**config.mk**
```make
export PLATFORM = sky130hd
export DESIGN_NAME = ultrasonic_echo_ranger
export DESIGN_NICKNAME = d
export VERILOG_FILES = /design/src/rtl/uer_pkg.sv /design/src/rtl/uer_div.sv /design/src/rtl/ultrasonic_echo_ranger.sv
export SDC_FILE = /design/constraint.sdc
export NUM_CORES = 1
export LEC_CHECK = 0
export BUFFER_PORTS_ARGS = -buffer_cell sky130_fd_sc_hd__buf_2
export CORE_ASPECT_RATIO = 0.7
export CORE_UTILIZATION = 40
export DETAILED_ROUTE_END_ITERATION = 7
export PLACE_DENSITY = 0.57
export SLEW_MARGIN = 0
export SYNTH_ARGS = -nofsm -noshare
export SYNTH_HDL_FRONTEND = slang
export SYNTH_HIERARCHICAL = 1
export SYNTH_SLANG_ARGS = --single-unit
export TNS_END_PERCENT = 50
```
**constraint.sdc**
```tcl
create_clock -name i_clk -period 10.5 [get_ports i_clk]
set_input_delay 1.575 -clock i_clk [delete_from_list [all_inputs] [get_ports i_clk]]
set_output_delay 1.575 -clock i_clk [all_outputs]
set_load 0.05 [all_outputs]
```
**src/rtl/uer_pkg.sv**
```systemverilog
// Shared widths, register map, constants and types for the echo ranger.
package uer_pkg;

    localparam int TRIG_LEN_W  = 8;
    localparam int SCALE_W     = 12;
    localparam int CNT_W       = 16;
    localparam int SAMP_W      = 4;
    localparam int SUM_W       = 20;
    localparam int DIST_W      = 16;
    localparam int DEN_W       = SAMP_W + SCALE_W;
    localparam int DIST_MUL    = 100;
    localparam int MUL_W       = 7;
    localparam int NUM_W       = SUM_W + MUL_W;
    localparam int PADDR_W     = 3;
    localparam int PDATA_W     = 32;

    localparam int SAMPLES_DEF = 5;

    localparam logic [TRIG_LEN_W-1:0] TRIG_LEN_RST = 8'd10;
    localparam logic [SCALE_W-1:0]    SCALE_RST    = 12'd588;

    // register index, taken from the word address bit
    localparam logic REG_TRIG_LEN = 1'b0;
    localparam logic REG_SCALE    = 1'b1;

    typedef struct packed {
        logic busy;
        logic done;
    } t_div_stat;

endpackage

```
**src/rtl/uer_div.sv**
```systemverilog
// Restoring divider, one quotient bit per cycle, saturating the quotient.
module uer_div (
    input  logic                          i_clk,
    input  logic                          i_rst_n,
    input  logic                          i_start,
    input  logic [uer_pkg::NUM_W-1:0]     i_num,
    input  logic [uer_pkg::DEN_W-1:0]     i_den,
    output uer_pkg::t_div_stat            o_stat,
    output logic [uer_pkg::DIST_W-1:0]    o_quot
);

    localparam int QW    = uer_pkg::DIST_W;
    localparam int DW    = uer_pkg::DEN_W;
    localparam int NW    = uer_pkg::NUM_W;
    localparam int CW    = $clog2(QW + 1);

    logic          r_busy;
    logic          r_done;
    logic [CW-1:0] r_cnt;
    logic [DW-1:0] r_rem;
    logic [DW-1:0] r_den;
    logic [QW-1:0] r_lo;
    logic [QW-1:0] r_quot;

    logic [DW:0]   w_part;
    logic          w_ge;
    logic [DW-1:0] w_hi;

    assign w_hi   = DW'(i_num[NW-1:QW]);
    assign w_part = {r_rem, r_lo[QW-1]};
    assign w_ge   = (w_part >= {1'b0, r_den});

    always_ff @(posedge i_clk) begin
        if (!i_rst_n) begin
            r_busy <= 1'b0;
            r_done <= 1'b0;
            r_cnt  <= '0;
        end else begin
            r_done <= 1'b0;
            if (i_start) begin
                r_den <= i_den;
                if (w_hi >= i_den) begin
                    // quotient does not fit: clamp to full scale
                    r_quot <= '1;
                    r_done <= 1'b1;
                end else begin
                    r_rem  <= w_hi;
                    r_lo   <= i_num[QW-1:0];
                    r_cnt  <= CW'(QW);
                    r_busy <= 1'b1;
                end
            end else if (r_busy) begin
                r_rem  <= w_ge ? DW'(w_part - {1'b0, r_den}) : w_part[DW-1:0];
                r_quot <= {r_quot[QW-2:0], w_ge};
                r_lo   <= {r_lo[QW-2:0], 1'b0};
                r_cnt  <= r_cnt - CW'(1);
                if (r_cnt == CW'(1)) begin
                    r_busy <= 1'b0;
                    r_done <= 1'b1;
                end
            end
        end
    end

    assign o_stat.busy = r_busy;
    assign o_stat.done = r_done;
    assign o_quot      = r_quot;

endmodule

```
**src/rtl/ultrasonic_echo_ranger.sv**
```systemverilog
// Ultrasonic echo ranger: trigger sequencing, echo counting, averaging.
// Every tick gives one result; a closing tick's result waits for the divider.
// The tick that closes a sequence runs the divider: it loads, runs one iteration per
// quotient bit and hands off, and skips the iterations when the result clamps.
// One tick in work at a time; a transfer needs a free result slot and no division running.
// Synchronous active-low reset clears sequencer and output slot; registers take defaults.
module ultrasonic_echo_ranger #(
    parameter int P_SAMPLES = uer_pkg::SAMPLES_DEF
) (
    input  logic                          i_clk,
    input  logic                          i_rst_n,
    input  logic                          i_in_valid,
    output logic                          o_in_ready,
    input  logic                          i_start_req,
    input  logic                          i_echo_level,
    output logic                          o_out_valid,
    input  logic                          i_out_ready,
    output logic                          o_trigger_level,
    output logic                          o_busy_res,
    output logic                          o_distance_valid,
    output logic [uer_pkg::DIST_W-1:0]    o_distance_tenths_cm,
    input  logic                          psel,
    input  logic                          penable,
    input  logic                          pwrite,
    input  logic [uer_pkg::PADDR_W-1:0]   paddr,
    input  logic [uer_pkg::PDATA_W-1:0]   pwdata,
    output logic [uer_pkg::PDATA_W-1:0]   prdata,
    output logic                          pready
);

    localparam int TLW = uer_pkg::TRIG_LEN_W;
    localparam int SCW = uer_pkg::SCALE_W;
    localparam int CNW = uer_pkg::CNT_W;
    localparam int SMW = uer_pkg::SAMP_W;
    localparam int SUW = uer_pkg::SUM_W;
    localparam int NMW = uer_pkg::NUM_W;
    localparam int DNW = uer_pkg::DEN_W;
    localparam int PDW = uer_pkg::PDATA_W;

    localparam logic [1:0] PH_IDLE  = 2'd0;
    localparam logic [1:0] PH_TRIG  = 2'd1;
    localparam logic [1:0] PH_WAIT  = 2'd2;
    localparam logic [1:0] PH_COUNT = 2'd3;

    localparam logic ST_RUN = 1'b0;
    localparam logic ST_DIV = 1'b1;

    localparam logic [uer_pkg::MUL_W-1:0] MUL_CONST = uer_pkg::MUL_W'(uer_pkg::DIST_MUL);

    logic [TLW-1:0]           r_trig_len;
    logic [SCW-1:0]           r_scale;
    logic [1:0]               r_phase,   n_phase;
    logic [TLW-1:0]           r_pulse,   n_pulse;
    logic [CNW-1:0]           r_cnt,     n_cnt;
    logic [SMW-1:0]           r_samples, n_samples;
    logic [SUW-1:0]           r_sum,     n_sum;
    logic                     r_ctl;
    logic [uer_pkg::DIST_W-1:0] r_last;
    logic                     r_out_valid;
    logic                     r_out_trig;
    logic                     r_out_busy;
    logic                     r_out_dval;

    logic                     w_accept;
    logic                     w_cfg_wr;
    logic                     n_trig;
    logic                     n_final;
    logic [SMW:0]             w_samp_inc;
    logic [SCW-1:0]           w_scale_eff;
    logic [DNW-1:0]           w_den;
    logic [NMW-1:0]           w_num;
    uer_pkg::t_div_stat       w_div_stat;
    logic [uer_pkg::DIST_W-1:0] w_quot;

    assign o_in_ready = (r_ctl == ST_RUN) && (!r_out_valid || i_out_ready);
    assign w_accept   = i_in_valid && o_in_ready;
    assign w_cfg_wr   = psel && penable && pwrite && pready;
    assign pready     = 1'b1;

    assign prdata = (paddr[2] == uer_pkg::REG_SCALE) ? PDW'(r_scale) : PDW'(r_trig_len);

    assign w_samp_inc  = {1'b0, r_samples} + (SMW+1)'(1);
    assign w_scale_eff = (r_scale == '0) ? SCW'(1) : r_scale;
    assign w_den       = DNW'(SMW'(P_SAMPLES) * w_scale_eff);
    assign w_num       = NMW'(n_sum * MUL_CONST);

    // per-tick sequencer step
    always_comb begin
        n_phase   = r_phase;
        n_pulse   = r_pulse;
        n_cnt     = r_cnt;
        n_samples = r_samples;
        n_sum     = r_sum;
        n_trig    = 1'b0;
        n_final   = 1'b0;
        case (r_phase)
            PH_IDLE: begin
                if (i_start_req) begin
                    n_phase   = PH_TRIG;
                    n_pulse   = '0;
                    n_cnt     = '0;
                    n_samples = '0;
                    n_sum     = '0;
                end
            end
            PH_TRIG: begin
                if (r_pulse < r_trig_len) begin
                    n_pulse = r_pulse + TLW'(1);
                    n_trig  = 1'b1;
                end else begin
                    n_phase = PH_WAIT;
                end
            end
            PH_WAIT: begin
                if (i_echo_level) begin
                    n_cnt   = CNW'(1);
                    n_phase = PH_COUNT;
                end
            end
            PH_COUNT: begin
                if (i_echo_level) begin
                    if (r_cnt != '1) begin
                        n_cnt = r_cnt + CNW'(1);
                    end
                end else begin
                    n_sum     = r_sum + SUW'(r_cnt);
                    n_samples = w_samp_inc[SMW-1:0];
                    n_cnt     = '0;
                    if (w_samp_inc >= (SMW+1)'(P_SAMPLES)) begin
                        n_final = 1'b1;
                        n_phase = PH_IDLE;
                    end else begin
                        n_phase = PH_TRIG;
                        n_pulse = '0;
                    end
                end
            end
            default: begin
                n_phase = PH_IDLE;
            end
        endcase
    end

    uer_div u_div (
        .i_clk   (i_clk),
        .i_rst_n (i_rst_n),
        .i_start (w_accept && n_final),
        .i_num   (w_num),
        .i_den   (w_den),
        .o_stat  (w_div_stat),
        .o_quot  (w_quot)
    );

    always_ff @(posedge i_clk) begin
        if (!i_rst_n) begin
            r_trig_len  <= uer_pkg::TRIG_LEN_RST;
            r_scale     <= uer_pkg::SCALE_RST;
            r_phase     <= PH_IDLE;
            r_pulse     <= '0;
            r_cnt       <= '0;
            r_samples   <= '0;
            r_sum       <= '0;
            r_last      <= '0;
            r_ctl       <= ST_RUN;
            r_out_valid <= 1'b0;
            r_out_trig  <= 1'b0;
            r_out_busy  <= 1'b0;
            r_out_dval  <= 1'b0;
        end else begin
            if (w_cfg_wr) begin
                if (paddr[2] == uer_pkg::REG_SCALE) begin
                    r_scale <= pwdata[SCW-1:0];
                end else begin
                    r_trig_len <= pwdata[TLW-1:0];
                end
            end

            if (w_accept) begin
                r_phase   <= n_phase;
                r_pulse   <= n_pulse;
                r_cnt     <= n_cnt;
                r_samples <= n_samples;
                r_sum     <= n_sum;
                if (n_final) begin
                    // hold the result until the quotient comes back
                    r_ctl <= ST_DIV;
                end
            end

            if (w_accept && !n_final) begin
                r_out_valid <= 1'b1;
                r_out_trig  <= n_trig;
                r_out_busy  <= (n_phase != PH_IDLE);
                r_out_dval  <= 1'b0;
            end else if (r_ctl == ST_DIV && w_div_stat.done) begin
                r_ctl       <= ST_RUN;
                r_last      <= w_quot;
                r_out_valid <= 1'b1;
                r_out_trig  <= 1'b0;
                r_out_busy  <= 1'b0;
                r_out_dval  <= 1'b1;
            end else if (r_out_valid && i_out_ready) begin
                r_out_valid <= 1'b0;
            end
        end
    end

    assign o_out_valid          = r_out_valid;
    assign o_trigger_level      = r_out_trig;
    assign o_busy_res           = r_out_busy;
    assign o_distance_valid     = r_out_dval;
    assign o_distance_tenths_cm = r_last;

endmodule

```
==> impl_metrics.ini <==
[clock_network]
cts_tree = built
cts_buffers = 17
clockBufferDepth = 2
cts_sinks = 162
clkLatencyLatePin_ns = 0.44
cts_setup_buffers = 0
cts_resized = 0
cts-root-buf = clkbuf_16
path_clk_slew_ns = 0.07
htree_levels = 4
hold_buffers = 0

[yosys]
yosys_warnings = 6
netlist_area_sq_um = 11800
syn_inst = 1334
avgSynthCellArea_sq_um = 8.81

[floorplanning]
die_h_um = 145
boundaryPins = 98
dieArea_sq_um = 30100
fp.dieW_um = 207
rows = 52
core-area_sq_um = 28900
start_util = 0.407

[power]
p_leak_uw = 0.00567
p_total_uw = 1400
p_per_area_nw_per_um2 = 109
peakVddDrop_mv = 0.112

[global_routing]
grt_overflow = 0
antenna_found_initial = 0
grt_pass1_wl_mm = 46.2
grt_max_degree = 50
grt_pass1_vias = 8818
track_usage = 0.193

[finish]
final_core_util = 0.445
layout_commonest_cell = nand2_1
drive_gt1_frac = 0.108
layout.nets = 1569
diodes = 0
syn_to_final_growth_pct = 9.36
design_area_sq_um = 12900
final_cell_mix = nand2_1, ha_1, a21oi_1

[drt]
wl_per_cell_um = 16.0
drtPass1Iterations = 5
antenna_left = 0
via_count = 9328
remaining_drc_errors = 0
viasPerCell = 5.32
drt_iter0_drc = 588
totalWireLength_mm = 28.0

[timing]
fin_skew_ns = 0.0176
fin_crit_sh = 0.777
max_clock_freq_ghz = 0.123
finalHoldViolCount = 0
setup_viol = 0
rsz0062_at_grt = no
tightest_slew_ns = 1.06
relSlewSlack = 0.292
slew_violations = 0
tns_ns = 0
fin_crit_ns = 8.16

[min_path]
hp-class = reg2reg

[worst_setup_path]
crit_fanout = 32
r2r_slack_ns = 2.38
end_kind = flip-flop
start_kind = input port
arrival_ns = 8.23
setup.worst_path.class = in2reg
required_ns = 10.57

[job]
maxCapViolations = 0

[placement]
globalplace.congestion = 0.882
port_buffers = 54
hpwl_mm = 20.8
dpl-instance-area_sq_um = 12300

[status]
status = finished, final reports clean
registers in the layout, summed over array words and instances, names as in the netlist, 2 cells and up:
register and cells:
o_distance_tenths_cm 16, r_cnt 16, r_phase 2, r_pulse 8
r_samples 4, r_scale 12, r_sum 20, r_trig_len 8
u_div/o_quot 16, u_div/r_cnt 5, u_div/r_den 16, u_div/r_lo 16
u_div/r_rem 16
final cells by class:
cell class | instances | area [sq um]
Timing Repair Buffer | 58 | 300
Fill cell | 2873 | 16000
Inverter | 86 | 323
Multi-Input combinational cell | 1038 | 7290
Clock inverter | 15 | 161
Sequential cell | 162 | 3880
Clock buffer | 17 | 425
Tap cell | 378 | 473
where the power goes:
group          internal (uW)  leakage, uW  switching, uW  total (uW)
sequential               654      0.00138           5.43         660
clock                    319     0.000286            309         629
combinational           30.5      0.00401           83.9         114
worst paths after layout:
check / end / startpoint / depth (start not counted)
setup / recovery: u_div/r_lo[1] / i_start_req / 24
setup reg to reg: u_div/r_lo[1] / r_phase[1] / 24
hold / removal: r_trig_len[5] / r_trig_len[5] / 2
hold reg to reg: r_trig_len[5] / r_trig_len[5] / 2
layer usage:
layer	routed length [um]	GRT usage
met1	15500	0.310
met5	0	0
met3	1540	0.0428
met4	216	0.0380
met2	10700	0.258
through the flow:
| step | hold slack (ns) | setup slack [ns] | std cells |
|---|---|---|---|
| final | 0.459 | 2.34 | 1754 |
| after global routing | 0.483 | 1.55 | 1754 |
| after CTS | 0.459 | 2.32 | 1754 |
| after detailed placement | 0.448 | 1.97 | 1722 |
| after global placement | 0.442 | 1.99 | 1722 |
| after floorplan | 0.436 | 1.65 | 1357 |
worst max-delay path, cell delays in order:
cell and delay [ns]:
buf_2 0.07, nand2b_1 0.18, nand2b_1 0.24, or2_2 0.53, a22oi_1 0.55, inv_1 0.15, ha_1 0.33, ha_1 0.33
fa_1 0.46, ha_1 0.39, a21oi_1 0.16, o21ai_0 0.16, or4_1 0.55, o21bai_1 0.30, xnor2_1 0.20, ha_1 0.29
a21o_1 0.18, a21o_1 0.16, a21oi_1 0.14, o31a_1 0.16, o21ai_0 0.18, a21o_1 0.31, a21oi_4 0.15, buf_4 0.43
Power figures use the tool's default switching activity.
